==> config.mk <==
export PLATFORM = sky130hd
export DESIGN_NAME = mcc_relax
export DESIGN_NICKNAME = d
export VERILOG_FILES = /design/src/mcc_pkg.sv /design/src/mcc_relax.sv
export SDC_FILE = /design/constraint.sdc
export NUM_CORES = 1
export LEC_CHECK = 0
export BUFFER_PORTS_ARGS = -buffer_cell sky130_fd_sc_hd__clkbuf_2
export CAP_MARGIN = 30
export CORE_AREA = 2 2 56 58
export CTS_BUF_LIST = sky130_fd_sc_hd__clkbuf_8
export CTS_CLUSTER_DIAMETER = 80
export CTS_CLUSTER_SIZE = 25
export DETAILED_ROUTE_END_ITERATION = 6
export DIE_AREA = 0 0 58 60
export PLACE_DENSITY = 0.85
export SYNTH_ARGS = -nofsm -noshare
export SYNTH_HDL_FRONTEND = slang
export SYNTH_SLANG_ARGS = --single-unit
export TNS_END_PERCENT = 20
==> constraint.sdc <==
create_clock -name clock -period 2.8 [get_ports clock]
set_input_delay 0.28 -clock clock [delete_from_list [all_inputs] [get_ports clock]]
set_output_delay 0.28 -clock clock [all_outputs]
set_load 0.01 [all_outputs]
==> src/mcc_pkg.sv <==
// ----------------------------------------------------------------------------
// mcc_pkg: shared types and constants of the minimum coin change block
// Command codes, sequencer states, table entry encoding and the control
// and status groups passed between the sequencer and the relaxation unit.
// ----------------------------------------------------------------------------
`default_nettype none

package mcc_pkg;

   // Payload widths fixed by the channel definition
   localparam int VALUE_W = 10;
   localparam int COUNT_W = 10;
   localparam int ENTRY_W = 11;

   // All-ones table entry marks an amount that cannot be formed
   localparam logic [ENTRY_W-1:0] UNREACH = {ENTRY_W{1'b1}};

   // Largest amount a request beat can carry
   localparam int VALUE_MAX = (1 << VALUE_W) - 1;

   typedef enum logic [1:0] {
      CMD_LOAD  = 2'd0,
      CMD_QUERY = 2'd1,
      CMD_CLEAR = 2'd2
   } cmd_type;

   typedef enum logic [2:0] {
      ST_IDLE,
      ST_SCAN,
      ST_DRAIN,
      ST_COMMIT,
      ST_RESULT
   } state_type;

   // Sequencer to relaxation unit
   typedef struct packed {
      logic clear;
      logic coin_valid;
   } relax_ctl_type;

   // Relaxation unit to sequencer
   typedef struct packed {
      logic busy;
   } relax_sts_type;

endpackage

`default_nettype wire

==> src/mcc_relax.sv <==
// ----------------------------------------------------------------------------
// mcc_relax: shared compare-and-update unit
// Takes one coin per cycle, forms the table offset amount - coin, and on the
// following cycle folds the fetched entry plus one into the running best.
// ----------------------------------------------------------------------------
`default_nettype none

module mcc_relax (
   input  wire logic                          clock,
   input  wire logic                          reset,
   input  wire mcc_pkg::relax_ctl_type        ctl,
   input  wire logic [mcc_pkg::VALUE_W-1:0]   coin,
   input  wire logic [mcc_pkg::VALUE_W-1:0]   amount,
   input  wire logic [mcc_pkg::ENTRY_W-1:0]   prev,
   output logic      [mcc_pkg::VALUE_W-1:0]   rd_offset,
   output mcc_pkg::relax_sts_type             sts,
   output logic      [mcc_pkg::ENTRY_W-1:0]   best
);

   logic                          fold_ff;
   logic                          fold_in;
   logic [mcc_pkg::ENTRY_W-1:0]   best_ff;
   logic [mcc_pkg::ENTRY_W-1:0]   best_in;
   logic [mcc_pkg::ENTRY_W-1:0]   cand;

   // Coin stage: usable coins fetch the entry at amount - coin
   assign rd_offset = amount - coin;
   assign fold_in   = ctl.coin_valid && (coin <= amount);

   // Fold stage: keep the smaller of best and entry + 1
   assign cand = prev + mcc_pkg::ENTRY_W'(1);

   always_comb begin
      best_in = best_ff;
      if (ctl.clear) begin
         best_in = mcc_pkg::UNREACH;
      end else if (fold_ff && (prev != mcc_pkg::UNREACH) && (cand < best_ff)) begin
         best_in = cand;
      end
   end

   always_ff @(posedge clock) begin
      if (reset) begin
         fold_ff <= 1'b0;
      end else begin
         fold_ff <= fold_in;
      end
      best_ff <= best_in;
   end

   assign sts.busy = fold_ff;
   assign best     = best_ff;

endmodule

`default_nettype wire
==> results summary <==
The run finished with clean final reports. The delay of the slowest cell on the worst path is 0.32 ns. The fill cell total of the finished layout is 272. In this run the biggest area consumer among cell types represents 18.73% of the synthesized area. The antenna violation net count after detailed routing came out at 0.

The data arrival time of the critical path came out at 2.64 ns. The class of the worst hold path is in2reg. The internal power came out at 0.4160 mW.

The slew of the pin with the lowest slew margin came out at 0.4374 ns. Once the floorplan was initialized, standard cells occupied 48.32% of the core. The critical path goes through clkbuf_2 > ha_1 > nand2_1 > nor4_1 > xor2_1 > ha_1 > a211oi_1 > o21ai_0 > a221oi_4 > a21oi_2 > a311o_1. The number of enable-type register cells in the synthesized netlist came out at 0. Counting along the longest clock path gives a buffer depth of 2. The number of sinks on the clock net came out at 12.

The total area inside the core boundary comes to 2903 µm². Once the clock tree was built, the setup fixing pass inserted 0 buffers. Of the total power, the share spent switching nets is 33.00%. sky130_fd_sc_hd__inv_1 is the most common cell in the netlist.

The detailed-route wire length per cell is 10.85 µm. The worst clock skew is 0.004094 ns. The final weighted congestion in routability-driven placement is 0.8639. The starting DRC count in detailed routing came out at 35. For this design, the CTS-stage hold fixing added 0 buffers. The width of the die came out at 58 µm. The finished layout holds 272 standard cells, fillers aside. The number of vias in the routed layout is 1,385.

The worst-case setup slack after placement is 0.04090 ns. The finished cells cover 1772 µm². The post-synth net total came out at 238. The library cell with the largest summed area after synthesis is sky130_fd_sc_hd__ha_1. The via-per-instance ratio came out at 5.092. The total of warnings raised by yosys came out at 0. Dividing the synthesized area by the synthesized cell count gives 7.749 µm².

The die outline area came out at 3480 µm². The ratio of final minimum period to clock period came out at 89.52%. The final worst-path setup slack came out at 0.2935 ns.

The worst hold path passes through 2 cells. The final period demand of the worst path is 2.506 ns. The highest achievable clock rate came out at 399.0 MHz. The end-of-flow core utilization came out at 61.03%.

The maximum fanout count along the critical path is 4. The clock latency reported for the late side of the worst-skew pair is 0.24 ns. The total power is 0.6209 mW. The register-to-register setup slack came out at 0.83 ns. The startpoint of the most critical hold path is reset. The total I/O pin count came out at 57. The leakage component of the power came out at 1.032 nW. In this run the critical register-to-register path is captured at best[1]$_SDFFE_PP1P_. The worst setup path is launched from an input pin. The worst hold path terminates at sts$_SDFF_PP0_. Yosys attributes the largest share of cell area to sky130_fd_sc_hd__ha_1 19%, sky130_fd_sc_hd__dfxtp_1 17%, sky130_fd_sc_hd__inv_1 8.0%, sky130_fd_sc_hd__mux2i_1 7.1%, sky130_fd_sc_hd__nor2_1 6.7%.

In the final layout, flip-flops and latches occupy 240.2 µm². The cell count after synthesis is 181. The post-cts resize count came out at 0. For the worst flop-to-flop path, the logic depth is 7.

Setup violations remaining at the end of the flow were counted as 0. The routed design has 2.952 mm of wire. The maximum number of pins on one net before global-route repair came out at 22. The number of distinct standard cells referenced by the synthesized netlist came out at 42. The number of CTS-inserted buffers came out at 3. The vertical die dimension came out at 60 µm. The total DRC errors in the routed layout is 0. The required time of the critical path came out at 2.93 ns.

The share of post-route cells with drive strength above 1 is 28.87%. The proportion of register bits with asynchronous set or reset after synthesis came out at 0%. The aggregate negative setup slack came out at 0 ns. CTS built an H-tree with a depth of 1. Sequential cells account for 29.5% of the total power.

In this design, the critical path's most frequently occurring cell is sky130_fd_sc_hd__ha_1. The cell area power density came out at 350.4 nW/µm². The max-slew violation count was 0. The commonest cells after synthesis are 30 x sky130_fd_sc_hd__inv_1, 25 x sky130_fd_sc_hd__nor2_1, 21 x sky130_fd_sc_hd__ha_1. The critical setup path kind is in2reg. Among all flip-flop cells after synthesis, the most frequent one is sky130_fd_sc_hd__dfxtp_1. At the end of the flow, the number of nets in the layout was 297. The wire-length estimate of the detail-placed layout is 2.507 mm. In this run, synthesis produced a sequential element count of 12.

The clock network is responsible for 30.5% of the overall power. After detailed placement, the total cell area comes to 1717 µm². The share of total power dissipated in combinational logic is 40.0%. The count of buffers added on input and output ports is 56. The initial antenna violation count is 0. The TritonCTS clock tree is yes. The number of cells after detailed placement is 268.

The global-route wire length before repair is 5.050 mm. The worst ir drop on vdd is 0.3115 mV. The number of global-route vias before repair is 1,281. The hold slack came out at 0.2009 ns. In this run the tightest slew margin relative to its limit is 70.53%. The final-report hold violation count was 0. The area used by multi-input combinational logic is 1042 µm². Global routing used 18.58% of the available tracks across all layers. The number of antenna cells inserted came out at 0. The first-pass detailed-route iteration total is 4. The reported net switching power came out at 0.2049 mW. The start of the worst register-to-register path is best[6]$_SDFFE_PP1P_.

The highest-delay cell along the critical path is sky130_fd_sc_hd__a221oi_4. The floorplan has 20 rows. The root buffer cell chosen for the clock tree is sky130_fd_sc_hd__clkbuf_8. The total of max-cap violations is 0.

Setup repair after global routing left no endpoint under its margin. The CTS clock-pin slew for the worst setup and hold paths is 0.06 ns. STA classifies the critical path endpoint as a flip-flop. The area growth from synthesis to layout is 26.32%. Sequential cells were found to cover 17.13% of the synthesized design area. The netlist area before placement came out at 1403 µm². Summed over all layers, the global routing overflow is 0.
[cells in the final DEF, fill, tap and decap left out, drive strengths merged, types with 5 or more instances in the layout]
cell,n
a21oi,10
mux2i,10
inv,30
o21ai,9
nor2b,5
nand3,5
nor2,25
dfxtp,12
ha,21
xnor2,8
xor2,5
clkbuf,60
nand2,10
[how the worst max path moves through the flow]
stage                  from              endpoint  slack (ns)  cells past startpoint
floorplan           prev[0]  best[1]$_SDFFE_PP1P_        0.30                     10
global placement    prev[0]  best[1]$_SDFFE_PP1P_        0.08                     11
global route        prev[0]  best[1]$_SDFFE_PP1P_        0.09                     11
finish              prev[0]  best[1]$_SDFFE_PP1P_        0.29                     11
CTS                 prev[0]  best[1]$_SDFFE_PP1P_        0.28                     11
detailed placement  prev[0]  best[1]$_SDFFE_PP1P_        0.04                     11
[flip-flops by register name, indices dropped and copies added (netlist names)]
name	cells
best	11
sts	1
[power groups by stage]
stage | Clock [mW] | Sequential, mW | Combinational, mW
after floorplan | 0 | 0.190 | 0.159
after global placement | 0 | 0.187 | 0.244
after detailed placement | 0 | 0.187 | 0.249
after CTS | 0.195 | 0.183 | 0.251
after global routing | 0.203 | 0.184 | 0.281
final | 0.189 | 0.183 | 0.248
[worst max-delay path, delay by kind of cell]
| kind | cells | cell delay (ns) |
|---|---|---|
| buf+inv | 1 | 0.10 |
| simple gates | 2 | 0.44 |
| xor+xnor | 1 | 0.23 |
| compound gates | 5 | 1.10 |
| fa+ha+maj | 2 | 0.47 |
[cells by family after synthesis]
group / after synthesis / share of synthesized area, %
simple gates: 61 / 23.64
flops: 12 / 17.13
xor+xnor: 13 / 8.118
mux: 10 / 7.137
compound gates: 31 / 15.26
buf+inv: 32 / 8.564
fa+ha+maj: 22 / 20.16
[final cells by class]
cell class	count	share of cell area [%]
Sequential cell	12	13.56
Multi-Input combinational cell	137	58.83
Tap cell	33	2.331
Inverter	30	6.356
Timing Repair Buffer	56	15.82
Clock buffer	4	3.107
[routing by layer]
| metal | up-vias | GRT usage, % | wire [µm] |
|---|---|---|---|
| li1 | 737 | - | - |
| met1 | 611 | 21.57 | 1247 |
| met2 | 35 | 34.42 | 1517 |
| met3 | 2 | 4.545 | 166 |
| met4 | 0 | 3.987 | 21 |
| met5 | - | 0 | 0 |
Note: power is estimated with default switching activity, not from simulation.
