<file path="src/mcc_ram.sv">
// ----------------------------------------------------------------------------
// mcc_ram: generic simple dual-port RAM
// One write port and one read port, read data registered.
// ----------------------------------------------------------------------------
`default_nettype none

module mcc_ram #(
   parameter int WIDTH = 8,
   parameter int DEPTH = 16
) (
   input  wire logic                                    clock,
   input  wire logic                                    wr_en,
   input  wire logic [((DEPTH > 1) ? $clog2(DEPTH) : 1)-1:0] wr_addr,
   input  wire logic [WIDTH-1:0]                        wr_data,
   input  wire logic [((DEPTH > 1) ? $clog2(DEPTH) : 1)-1:0] rd_addr,
   output logic      [WIDTH-1:0]                        rd_data
);

   logic [WIDTH-1:0] mem_ff [DEPTH];
   logic [WIDTH-1:0] rd_data_ff;

   // Write on enable, read every cycle
   always_ff @(posedge clock) begin
      if (wr_en) begin
         mem_ff[wr_addr] <= wr_data;
      end
      rd_data_ff <= mem_ff[rd_addr];
   end

   assign rd_data = rd_data_ff;

endmodule

`default_nettype wire

</file>
<file path="config.mk">
export PLATFORM = sky130hd
export DESIGN_NAME = mcc_ram
export DESIGN_NICKNAME = d
export VERILOG_FILES = /design/src/mcc_ram.sv
export SDC_FILE = /design/constraint.sdc
export NUM_CORES = 1
export LEC_CHECK = 0
export ABC_AREA = 1
export BUFFER_PORTS_ARGS = -buffer_cell sky130_fd_sc_hd__buf_2
export CAP_MARGIN = 20
export CELL_PAD_IN_SITES_DETAIL_PLACEMENT = 0
export CELL_PAD_IN_SITES_GLOBAL_PLACEMENT = 1
export CORE_ASPECT_RATIO = 1.75
export CORE_UTILIZATION = 40
export CTS_BUF_LIST = sky130_fd_sc_hd__clkbuf_8
export DETAILED_ROUTE_END_ITERATION = 7
export PLACE_DENSITY_LB_ADDON = 0.1
export SLEW_MARGIN = 20
export SYNTH_ARGS = -nofsm -noshare
export SYNTH_HDL_FRONTEND = slang
export SYNTH_SLANG_ARGS = --single-unit
export TNS_END_PERCENT = 1
</file>
<file path="constraint.sdc">
create_clock -name clock -period 1.86 [get_ports clock]
set_clock_uncertainty 0.15 [all_clocks]
set_input_delay 0 -clock clock [delete_from_list [all_inputs] [get_ports clock]]
set_output_delay 0 -clock clock [all_outputs]
set_load 0.005 [all_outputs]
</file>
==> qor.csv, run 1 <==
stage,metric,value,unit
status,outcome,"finished, violations left",
status,failed_checks,setup timing,
floorplanning,standard_cell_row_count,57,
cells_and_area,n_antenna_cell,0,
clocking,worst_setup_hold_path_clk_slew,0.08,ns
synthesis,yosysWarningCount,0,
floorplanning,die-height,161,um
routing,drt_drc_violations_left,0,
synthesis,synth.avg_cell_area,10.5,sq um
synthesis,async_reset_ff_frac,0,
worst_hold_path,hold_path_class,in2reg,
synthesis,synth_fp_nets,569,
timing,layout_setup_ws,-0.0521,ns
clocking,root_buffer,sky130_fd_sc_hd__clkbuf_8,
routing,detail_route.first_pass.iterations,4,
grt,grt.busiest_layer,met2,
pwr,p_comb_frac,0.076,
synthesis,most_used_standard_cell_by_instance_count_after_synthesis,sky130_fd_sc_hd__nand2_1,
synthesis,ys_ff_latch,136,
grt,grt_use_total,0.204,
synthesis,synthDistinctLibCells,12,
clocking,cts_buffers,17,
timing,finalSetupViolations,12,
timing,rsz0062_at_grt,true,
place,dp.final_hpwl,8800,um
floorplanning,fp.dieArea,14900,sq um
pwr,pnr_total_power,6000,uW
floorplanning,core-area,14000,sq um
worst_setup_path,start_kind,primary input,
clocking,tritoncts_num_sinks,136,
synthesis,yosys.area.top_type,sky130_fd_sc_hd__edfxtp_1,
routing,final_antenna_net_count,0,
synthesis,synth_top_area_frac,0.667,
grt,gr-usage-met2,0.350,
grt,grt_pass1_vias,3930,
worst_setup_path,end_kind,register,
place,place.detailed.instances,755,
clocking,max-clock-path-buffers,2,
synthesis,synth.cells.most_frequent,"173 x sky130_fd_sc_hd__nand2_1, 128 x sky130_fd_sc_hd__edfxtp_1, 100 x sky130_fd_sc_hd__inv_1, 97 x sky130_fd_sc_hd__nand3_1, 17 x sky130_fd_sc_hd__nor2_1",
grt,grt_pass1_wl,21800,um
timing,timing.final.hold_violations,0,
timing,maxClockFrequency,523,MHz
grt,globalRoute.totalOverflow,0,
grt,grt_max_degree,65,
cells_and_area,final_cell_count_no_fill,807,
clocking,worst_skew_pair.late_latency,0.43,ns
cells_and_area,post_route_cells_drive_above_1_share,0.125,
floorplanning,initial_core_util,0.413,
pwr,p_int,4590,uW
pwr,vdd_drop_max,0.594,mV
timing,timing.slew.headroom,0.711,
pwr,pwr-share-clk,0.350,
pwr,power_frac_seq,0.574,
timing,worst_slew_pin_slew,0.433,ns
pwr,cellPowerDensity,894,nW/um^2
worst_setup_path,critical_path.max_fanout,6,
timing,report.final.slew_viol_count,0,
pwr,p_sw_frac,0.235,
routing,detailroute.via_count,3897,
worst_setup_path,category_of_the_most_critical_setup_path,in2reg,
pwr,p_sw,1410,uW
grt,groute.layer.met1.usage,0.244,
clocking,htree_levels,4,
cells_and_area,layout.core_utilization,0.480,
floorplanning,design.portCount,26,
timing,finalWorstPathRequiredPeriod,1.91,ns
worst_setup_path,critical_path_at,1.90,ns
grt,antenna_found_initial,0,
timing,final_layout_worst_hold_slack,0.0482,ns
clocking,tritoncts,built,
cells_and_area,n_fill_cell,1374,
grt,groute.layer.met3.usage,0.0398,
routing,route.detailed.vias_per_inst,4.83,
worst_setup_path,wp_data_required,1.85,ns
synthesis,mappedNetlistArea,5770,sq um
synthesis,yosys-top-cells-area,"sky130_fd_sc_hd__edfxtp_1 67%, sky130_fd_sc_hd__nand2_1 11%, sky130_fd_sc_hd__nand3_1 8.4%",
synthesis,synth_top_flop_cell,sky130_fd_sc_hd__edfxtp_1,
cells_and_area,design.final.nets,636,
synthesis,postSynthCellCount,551,
routing,detail_route.wl_per_cell,17.3,um
floorplanning,die-width,92.8,um
routing,drtIter0Drc,234,
place,io_buffers,25,
routing,routed_wirelength,14000,um
timing,min_period_over_period,1.03,
place,gpl.final_weighted_congestion,0.773,
cells_and_area,area_growth_syn_to_layout,16.5,%
job,timing.max_cap.violations,0,
synthesis,seq_area_frac_synth,0.694,
pwr,power_leakage,0.00293,uW
synthesis,count_of_flip_flops_with_a_built_in_enable_after_synthesis,128,
-- final cells by class --
| cell class | count | area (sq um) | share of cell area |
|---|---|---|---|
| flip-flops and latches | 136 | 4000 | 0.596 |
| inverters | 102 | 383 | 0.0570 |
| well taps | 177 | 221 | 0.0330 |
| multi-input cells | 289 | 1210 | 0.181 |
| clock inverters | 14 | 95.1 | 0.0142 |
| repair buffers | 72 | 566 | 0.0842 |
| clock buffers | 17 | 234 | 0.0348 |
-- final timing paths --
kind           startpoint      endpoint  slack, ns  cells after the start
max reg2reg  mem_ff[9][5]    rd_data[5]       0.26                      7
min                 wr_en  mem_ff[7][6]       0.05                      4
max            wr_addr[2]  mem_ff[4][7]      -0.05                      6
min reg2reg  mem_ff[2][3]    rd_data[3]       0.53                      6
-- metal layers --
metal,up-vias,share of wire,wire length (um)
li1,1901,-,-
met1,1867,0.41,5720
met2,97,0.52,7340
met3,32,0.037,516
met4,0,0.029,405
met5,-,0,0
-- timing repair --
item / in CTS / in global routing
setup buffers: 0 / 0
hold buffers: 21 / 0
setup endpoints to repair: 0 / 13
resized for setup: 0 / 3
endpoints found under the hold margin: 144 / 0
-- logic make-up after synthesis --
logic type,after synthesis,share of synthesized area
buffers and inverters,126,0.0952
flip-flops,136,0.694
AND/OR/NAND/NOR,289,0.210
-- critical path, stage by stage --
cell	delay, ns
sky130_fd_sc_hd__dlygate4sd3_1	0.53
sky130_fd_sc_hd__buf_2	0.13
sky130_fd_sc_hd__nand3b_1	0.10
sky130_fd_sc_hd__dlygate4sd3_1	0.61
sky130_fd_sc_hd__nor2_1	0.29
sky130_fd_sc_hd__buf_4	0.23
-- placed cells by master (no fill, tap or decap), drive strengths merged --
cell type,n
clkinvlp,1
nand2,173
inv,105
edfxtp,128
nor2,17
clkbuf,18
dfxtp,8
buf,50
bufinv,1
nand3,97
clkinv,9
nand3b,2
dlygate4sd3,21
-- power by group through the flow --
stage,Sequential (uW),Combinational (uW),Clock (uW)
3_3_place_gp,3520,420,0
6_report,3450,455,2100
3_5_place_dp,3510,426,0
4_1_cts,3450,460,2140
2_1_floorplan,3510,242,0
5_1_grt,3450,511,2260
-- registers in the layout (all words and copies together), names as in the netlist --
register	count
mem_ff	128
rd_data	8
-- per-stage QoR --
stage	setup WS (ns)	setup TNS (ns)	area, sq um
2_1_floorplan	0.759	0	5770
3_3_place_gp	0.501	0	6170
3_5_place_dp	0.507	0	6170
4_1_cts	0.00469	0	6710
5_1_grt	-0.0904	-1.06	6720
6_report	-0.0521	-0.411	6720
Note: power is estimated with default switching activity, not from simulation.
==> inputs of run 2 (changes only) <==
--- a/config.mk
+++ b/config.mk
@@ -15,6 +15,7 @@
 export CTS_BUF_LIST = sky130_fd_sc_hd__clkbuf_8
 export DETAILED_ROUTE_END_ITERATION = 7
 export PLACE_DENSITY_LB_ADDON = 0.1
+export REMOVE_ABC_BUFFERS = 1
 export SLEW_MARGIN = 20
 export SYNTH_ARGS = -nofsm -noshare
 export SYNTH_HDL_FRONTEND = slang
==> qor.csv, run 2 (synthesized netlist as in run 1, its figures left out) <==
stage,metric,value,unit,change
clocking,worst_skew_pair.late_latency,0.44,ns,about the same
routing,detailroute.via_count,3732,,-4.2%
timing,maxClockFrequency,576,MHz,+10%
timing,timing.final.hold_violations,0,,unchanged
routing,detail_route.wl_per_cell,17.5,um,+0.81%
clocking,worst_setup_hold_path_clk_slew,0.08,ns,about the same
cells_and_area,n_fill_cell,1375,,+0.073%
cells_and_area,post_route_cells_drive_above_1_share,0.128,,+0.00285
clocking,tritoncts_num_sinks,136,,unchanged
floorplanning,core-area,14000,sq um,unchanged
grt,grt_pass1_wl,21900,um,about the same
grt,grt_max_degree,65,,unchanged
routing,route.detailed.vias_per_inst,4.71,,-2.5%
clocking,htree_levels,4,,unchanged
worst_setup_path,crit-reg2reg-launch,mem_ff[13][0],,
worst_hold_path,min_delay_worst_endpoint,rd_data[6],,
status,outcome,completed,,
pwr,cellPowerDensity,945,nW/um^2,+5.7%
grt,globalRoute.totalOverflow,0,,unchanged
cells_and_area,most_frequent_cells_in_the_layout,"173 x sky130_fd_sc_hd__nand2_1, 128 x sky130_fd_sc_hd__edfxtp_1, 100 x sky130_fd_sc_hd__inv_1",,
routing,routed_wirelength,13800,um,-0.94%
grt,grt_pass1_vias,3837,,-2.4%
worst_setup_path,wp_data_required,2.09,ns,+0.24 ns
cells_and_area,n_antenna_cell,0,,unchanged
pwr,vdd_drop_max,0.500,mV,-16%
timing,finalSetupViolations,0,,-12
worst_setup_path,critical_path.max_fanout,16,,+10
clocking,max-clock-path-buffers,2,,unchanged
clocking,tritoncts,built,,
cells_and_area,layout_commonest_cell,sky130_fd_sc_hd__nand2_1,,
timing,worst_slew_pin_slew,0.647,ns,+0.214 ns
floorplanning,fp.dieArea,14900,sq um,unchanged
timing,timing.slew.headroom,0.568,,-0.143
pwr,p_int,4750,uW,+3.4%
cells_and_area,post-route-cell-area,6620,sq um,-1.5%
worst_setup_path,start_kind,primary input,,
floorplanning,die-height,161,um,unchanged
pwr,pnr_total_power,6250,uW,+4.2%
worst_setup_path,end_kind,register,,
place,dp.final_hpwl,8910,um,+1.3%
routing,detail_route.first_pass.iterations,5,,+1
cells_and_area,multi_input_area,1210,sq um,unchanged
clocking,postCtsSetupRepairBufs,0,,unchanged
grt,antenna_found_initial,0,,unchanged
clocking,root_buffer,sky130_fd_sc_hd__clkbuf_8,,
worst_setup_path,crit-reg2reg-capture,rd_data[0],,
pwr,p_sw,1500,uW,+6.8%
timing,finalWorstPathRequiredPeriod,1.74,ns,-0.176 ns
worst_hold_path,hold_depth,6,,+2
floorplanning,die-width,92.8,um,unchanged
worst_setup_path,critical_path_at,1.97,ns,+0.07 ns
cells_and_area,largest-register,mem_ff,,
pwr,power_frac_seq,0.551,,-0.023
pwr,pwr-share-clk,0.379,,+0.029
worst_setup_path,r2r_cells,7,,unchanged
timing,report.final.slew_viol_count,0,,unchanged
place,io_buffers,25,,unchanged
place,placed_cell_area,6120,sq um,-0.81%
clocking,cts_buffers,17,,unchanged
pwr,p_sw_frac,0.241,,+0.00581
routing,final_antenna_net_count,0,,unchanged
worst_setup_path,category_of_the_most_critical_setup_path,in2reg,,
place,gpl.final_weighted_congestion,0.792,,+2.5%
pwr,power_leakage,0.00285,uW,-2.8%
cells_and_area,design.final.nets,621,,-2.4%
floorplanning,standard_cell_row_count,57,,unchanged
pwr,p_comb_frac,0.070,,-0.006
cells_and_area,area_growth_syn_to_layout,14.8,%,
timing,rsz0062_at_grt,false,,
cells_and_area,sequential_cell_area,4000,sq um,unchanged
cells_and_area,largest_register_ff_count,128,,unchanged
routing,drt_drc_violations_left,0,,unchanged
worst_setup_path,ff2ff_setup_slack,0.26,ns,about the same
floorplanning,initial_core_util,0.413,,unchanged
job,timing.max_cap.violations,0,,unchanged
routing,drtIter0Drc,177,,-24%
grt,grt_use_total,0.203,,-0.000678
timing,min_period_over_period,0.933,,-0.0946
worst_hold_path,hold_path_class,in2reg,,
timing,timing.setup.tns,0,ns,+0.411 ns
worst_hold_path,timing.hold.worst.start,rd_addr[0],,
floorplanning,design.portCount,26,,unchanged
## run 2: power groups by stage
stage / sequential (uW) / combinational (uW) / clock, uW
final: 3440 / 437 / 2370
after global routing: 3450 / 492 / 2540
after CTS: 3440 / 446 / 2440
after detailed placement: 3510 / 426 / 0
after global placement: 3510 / 428 / 0
after floorplan: 3510 / 185 / 0
## run 2: layout make-up
class	instances	area share
clock buffers	17	0.0354
well taps	177	0.0335
repair buffers	57	0.0613
clock inverters	15	0.0231
inverters	102	0.0584
flip-flops and latches	136	0.605
multi-input cells	289	0.183
## run 2: worst max path at each step
stage,slack [ns],startpoint,endpoint
floorplan,0.73,rd_addr[0],rd_data[2]
global placement,0.32,rd_addr[0],rd_data[7]
detailed placement,0.31,rd_addr[0],rd_data[7]
CTS,0.09,rd_addr[2],rd_data[0]
global route,0.03,rd_addr[2],rd_data[0]
finish,0.12,rd_addr[2],rd_data[0]
## run 2: worst max-delay path, stage by stage
cell,delay [ns]
sky130_fd_sc_hd__dlygate4sd3_1,0.53
sky130_fd_sc_hd__buf_2,0.22
sky130_fd_sc_hd__clkinvlp_4,0.33
sky130_fd_sc_hd__nand3_1,0.19
sky130_fd_sc_hd__nand3_1,0.07
sky130_fd_sc_hd__dlygate4sd3_1,0.56
sky130_fd_sc_hd__nand2_1,0.05
## run 2: through the flow
stage	std cells	worst slack [ns]	hold slack [ns]	util
after floorplan	527	0.730	-0.0511	-
after global placement	750	0.325	0.216	0.438
after detailed placement	750	0.311	0.210	0.438
after CTS	793	0.0905	0.00614	0.473
after global routing	793	0.0340	0.0397	0.473
final	793	0.124	0.0153	0.473
## run 2: routing by layer
layer / vias to the layer above / part of all wire / global-route usage
met2: 103 / 0.52 / 0.343
met1: 1730 / 0.39 / 0.235
met4: 0 / 0.044 / 0.124
met5: - / 0 / 0
li1: 1873 / - / -
met3: 26 / 0.041 / 0.0384
## run 2: repair_timing
action	in CTS	in global routing
gates resized for setup	0	1
hold buffers	11	0
setup endpoints to repair	0	1
hold endpoints to repair	136	0
==> inputs of run 3 (changes only) <==
--- a/config.mk
+++ b/config.mk
@@ -11,7 +11,7 @@
 export CELL_PAD_IN_SITES_DETAIL_PLACEMENT = 0
 export CELL_PAD_IN_SITES_GLOBAL_PLACEMENT = 1
 export CORE_ASPECT_RATIO = 1.75
-export CORE_UTILIZATION = 40
+export CORE_UTILIZATION = 55
 export CTS_BUF_LIST = sky130_fd_sc_hd__clkbuf_8
 export DETAILED_ROUTE_END_ITERATION = 7
 export PLACE_DENSITY_LB_ADDON = 0.1
==> qor.csv, run 3 (synthesized netlist as in run 1, its figures left out) <==
stage,metric,value,unit,change
floorplanning,standard_cell_row_count,49,,-14%
clocking,cts-hold-fix-buffers,14,,+3
routing,drtIter0Drc,180,,+1.7%
worst_setup_path,start_kind,primary input,,
cells_and_area,post-route-cell-area,6680,sq um,+0.96%
worst_setup_path,critical_path_at,1.99,ns,+0.02 ns
timing,maxClockFrequency,548,MHz,-4.9%
timing,finalWorstPathRequiredPeriod,1.83,ns,+0.0896 ns
floorplanning,design.portCount,26,,unchanged
clocking,root_buffer,sky130_fd_sc_hd__clkbuf_8,,
worst_setup_path,critical_path.max_fanout,8,,-8
cells_and_area,most_frequent_cells_in_the_layout,"173 x sky130_fd_sc_hd__nand2_1, 128 x sky130_fd_sc_hd__edfxtp_1, 101 x sky130_fd_sc_hd__inv_1",,
place,placed_cell_area,6050,sq um,-1.1%
routing,wl_met1,5030,um,-7.7%
clocking,cts.repair.resized,0,,unchanged
clocking,max-clock-path-buffers,2,,unchanged
clocking,postCtsSetupRepairBufs,0,,unchanged
place,gpl.final_weighted_congestion,0.866,,+9.3%
clocking,tritoncts_num_sinks,136,,unchanged
grt,antenna_found_initial,0,,unchanged
worst_setup_path,category_of_the_most_critical_setup_path,in2reg,,
floorplanning,initial_core_util,0.563,,+0.151
cells_and_area,largest-register,mem_ff,,
timing,min_period_over_period,0.982,,+0.0482
cells_and_area,largest_register_ff_count,128,,unchanged
timing,rsz0062_at_grt,false,,
worst_setup_path,end_kind,register,,
cells_and_area,layout_commonest_cell,sky130_fd_sc_hd__nand2_1,,
place,dp.final_hpwl,8190,um,-8.0%
routing,detail_route.first_pass.iterations,5,,unchanged
clocking,worst_setup_hold_path_clk_slew,0.07,ns,about the same
pwr,p_int,5420,uW,+14%
grt,globalRoute.totalOverflow,0,,unchanged
routing,wl_met2,7050,um,-2.2%
cells_and_area,design.final.nets,622,,+0.16%
grt,grt_pass1_wl,19700,um,-9.7%
pwr,vdd_drop_max,0.738,mV,+48%
cells_and_area,layout.core_utilization,0.653,,+0.179
pwr,power_leakage,0.00292,uW,+2.6%
clocking,cts_buffers,17,,unchanged
timing,worst_slew_pin_slew,0.660,ns,+0.0128 ns
timing,timing.final.hold_violations,0,,unchanged
floorplanning,fp.dieArea,10900,sq um,-27%
pwr,power_frac_seq,0.504,,-0.047
grt,grt_use_total,0.264,,+0.0613
pwr,p_sw,1410,uW,-6.2%
place,io_buffers,25,,unchanged
worst_setup_path,wp_data_required,2.03,ns,-0.06 ns
pwr,p_comb_frac,0.065,,-0.005
routing,final_antenna_net_count,0,,unchanged
routing,route.detailed.vias_per_inst,5.07,,+7.8%
routing,drt_drc_violations_left,0,,unchanged
pwr,pwr-share-clk,0.431,,+0.052
clocking,worst_skew_pair.late_latency,0.43,ns,about the same
timing,timing.slew.headroom,0.558,,-0.00953
timing,timing.setup.tns,0,ns,unchanged
floorplanning,core-area,10200,sq um,-27%
routing,met3_wirelength,564,um,-1.4%
pwr,cellPowerDensity,1020,nW/um^2,+8.2%
timing,finalSetupViolations,0,,unchanged
routing,routed_wirelength,13000,um,-6.1%
cells_and_area,post_route_cells_drive_above_1_share,0.122,,-0.00669
routing,detailroute.via_count,3775,,+1.2%
floorplanning,die-height,137,um,-15%
cells_and_area,n_antenna_cell,0,,unchanged
clocking,tritoncts,built,,
worst_setup_path,ff2ff_setup_slack,0.13,ns,-0.13 ns
cells_and_area,area_growth_syn_to_layout,15.9,%,
clocking,htree_levels,4,,unchanged
routing,detail_route.wl_per_cell,17.5,um,about the same
floorplanning,die-width,79.4,um,-14%
timing,report.final.slew_viol_count,0,,unchanged
pwr,p_sw_frac,0.207,,-0.0340
status,outcome,completed,,
worst_hold_path,hold_path_class,in2reg,,
job,timing.max_cap.violations,0,,unchanged
grt,grt_max_degree,44,,-32%
routing,maxUsedRoutingLayer,met4,,
grt,grt_pass1_vias,3581,,-6.7%
## run 3: cell count changes in the layout (fill, tap and decap cells not counted), sizes merged
cell	change
bufinv	+5
clkinvlp	-5
dlygate4sd3	+3
buf	-2
clkinv	+1
inv	-1
## run 3: path summary, 6_finish.rpt
kind	end	cells after the start	startpoint
hold reg to reg	rd_data[6]	6	mem_ff[2][6]
setup reg to reg	rd_data[5]	7	mem_ff[5][5]
hold / removal	mem_ff[2][3]	3	wr_en
setup / recovery	rd_data[5]	6	rd_addr[2]
## run 3: metrics by stage
| step | std cells | power (uW) | setup WS (ns) | hold WS (ns) |
|---|---|---|---|---|
| CTS | 744 | 6870 | 0.0740 | 0.0168 |
| detailed placement | 698 | 3930 | 0.432 | 0.219 |
| finish | 744 | 6830 | 0.0342 | 0.0321 |
| global placement | 698 | 3920 | 0.459 | 0.220 |
| floorplan | 527 | 3690 | 0.730 | -0.0511 |
| global route | 744 | 7030 | 0.0103 | 0.0487 |
## run 3: power groups by stage
stage	combinational [uW]	clock [uW]	sequential (uW)
after floorplan	185	0	3510
after global placement	411	0	3510
after detailed placement	416	0	3510
after CTS	447	2970	3440
after global routing	490	3090	3450
final	443	2940	3440
## run 3: area by class of cell
type | count | area [sq um]
sequential | 136 | 4000
fill | 825 | 3560
multi-input combinational | 289 | 1210
timing repair buffer | 58 | 433
inverter | 102 | 383
clock inverter | 15 | 255
clock buffer | 17 | 234
tap | 127 | 159
## run 3: layer usage
metal  track usage  vias to the layer above
met5             0                        -
met4         0.120                        0
met3        0.0596                       24
met2         0.469                      113
met1         0.299                     1762
li1              -                     1876
## run 3: critical path, cell delays in order
cell and delay [ns]:
sky130_fd_sc_hd__buf_2 0.18, sky130_fd_sc_hd__dlygate4sd3_1 0.86, sky130_fd_sc_hd__nand3_1 0.22, sky130_fd_sc_hd__nand3_1 0.12
sky130_fd_sc_hd__nand2_1 0.06, sky130_fd_sc_hd__dlygate4sd3_1 0.56
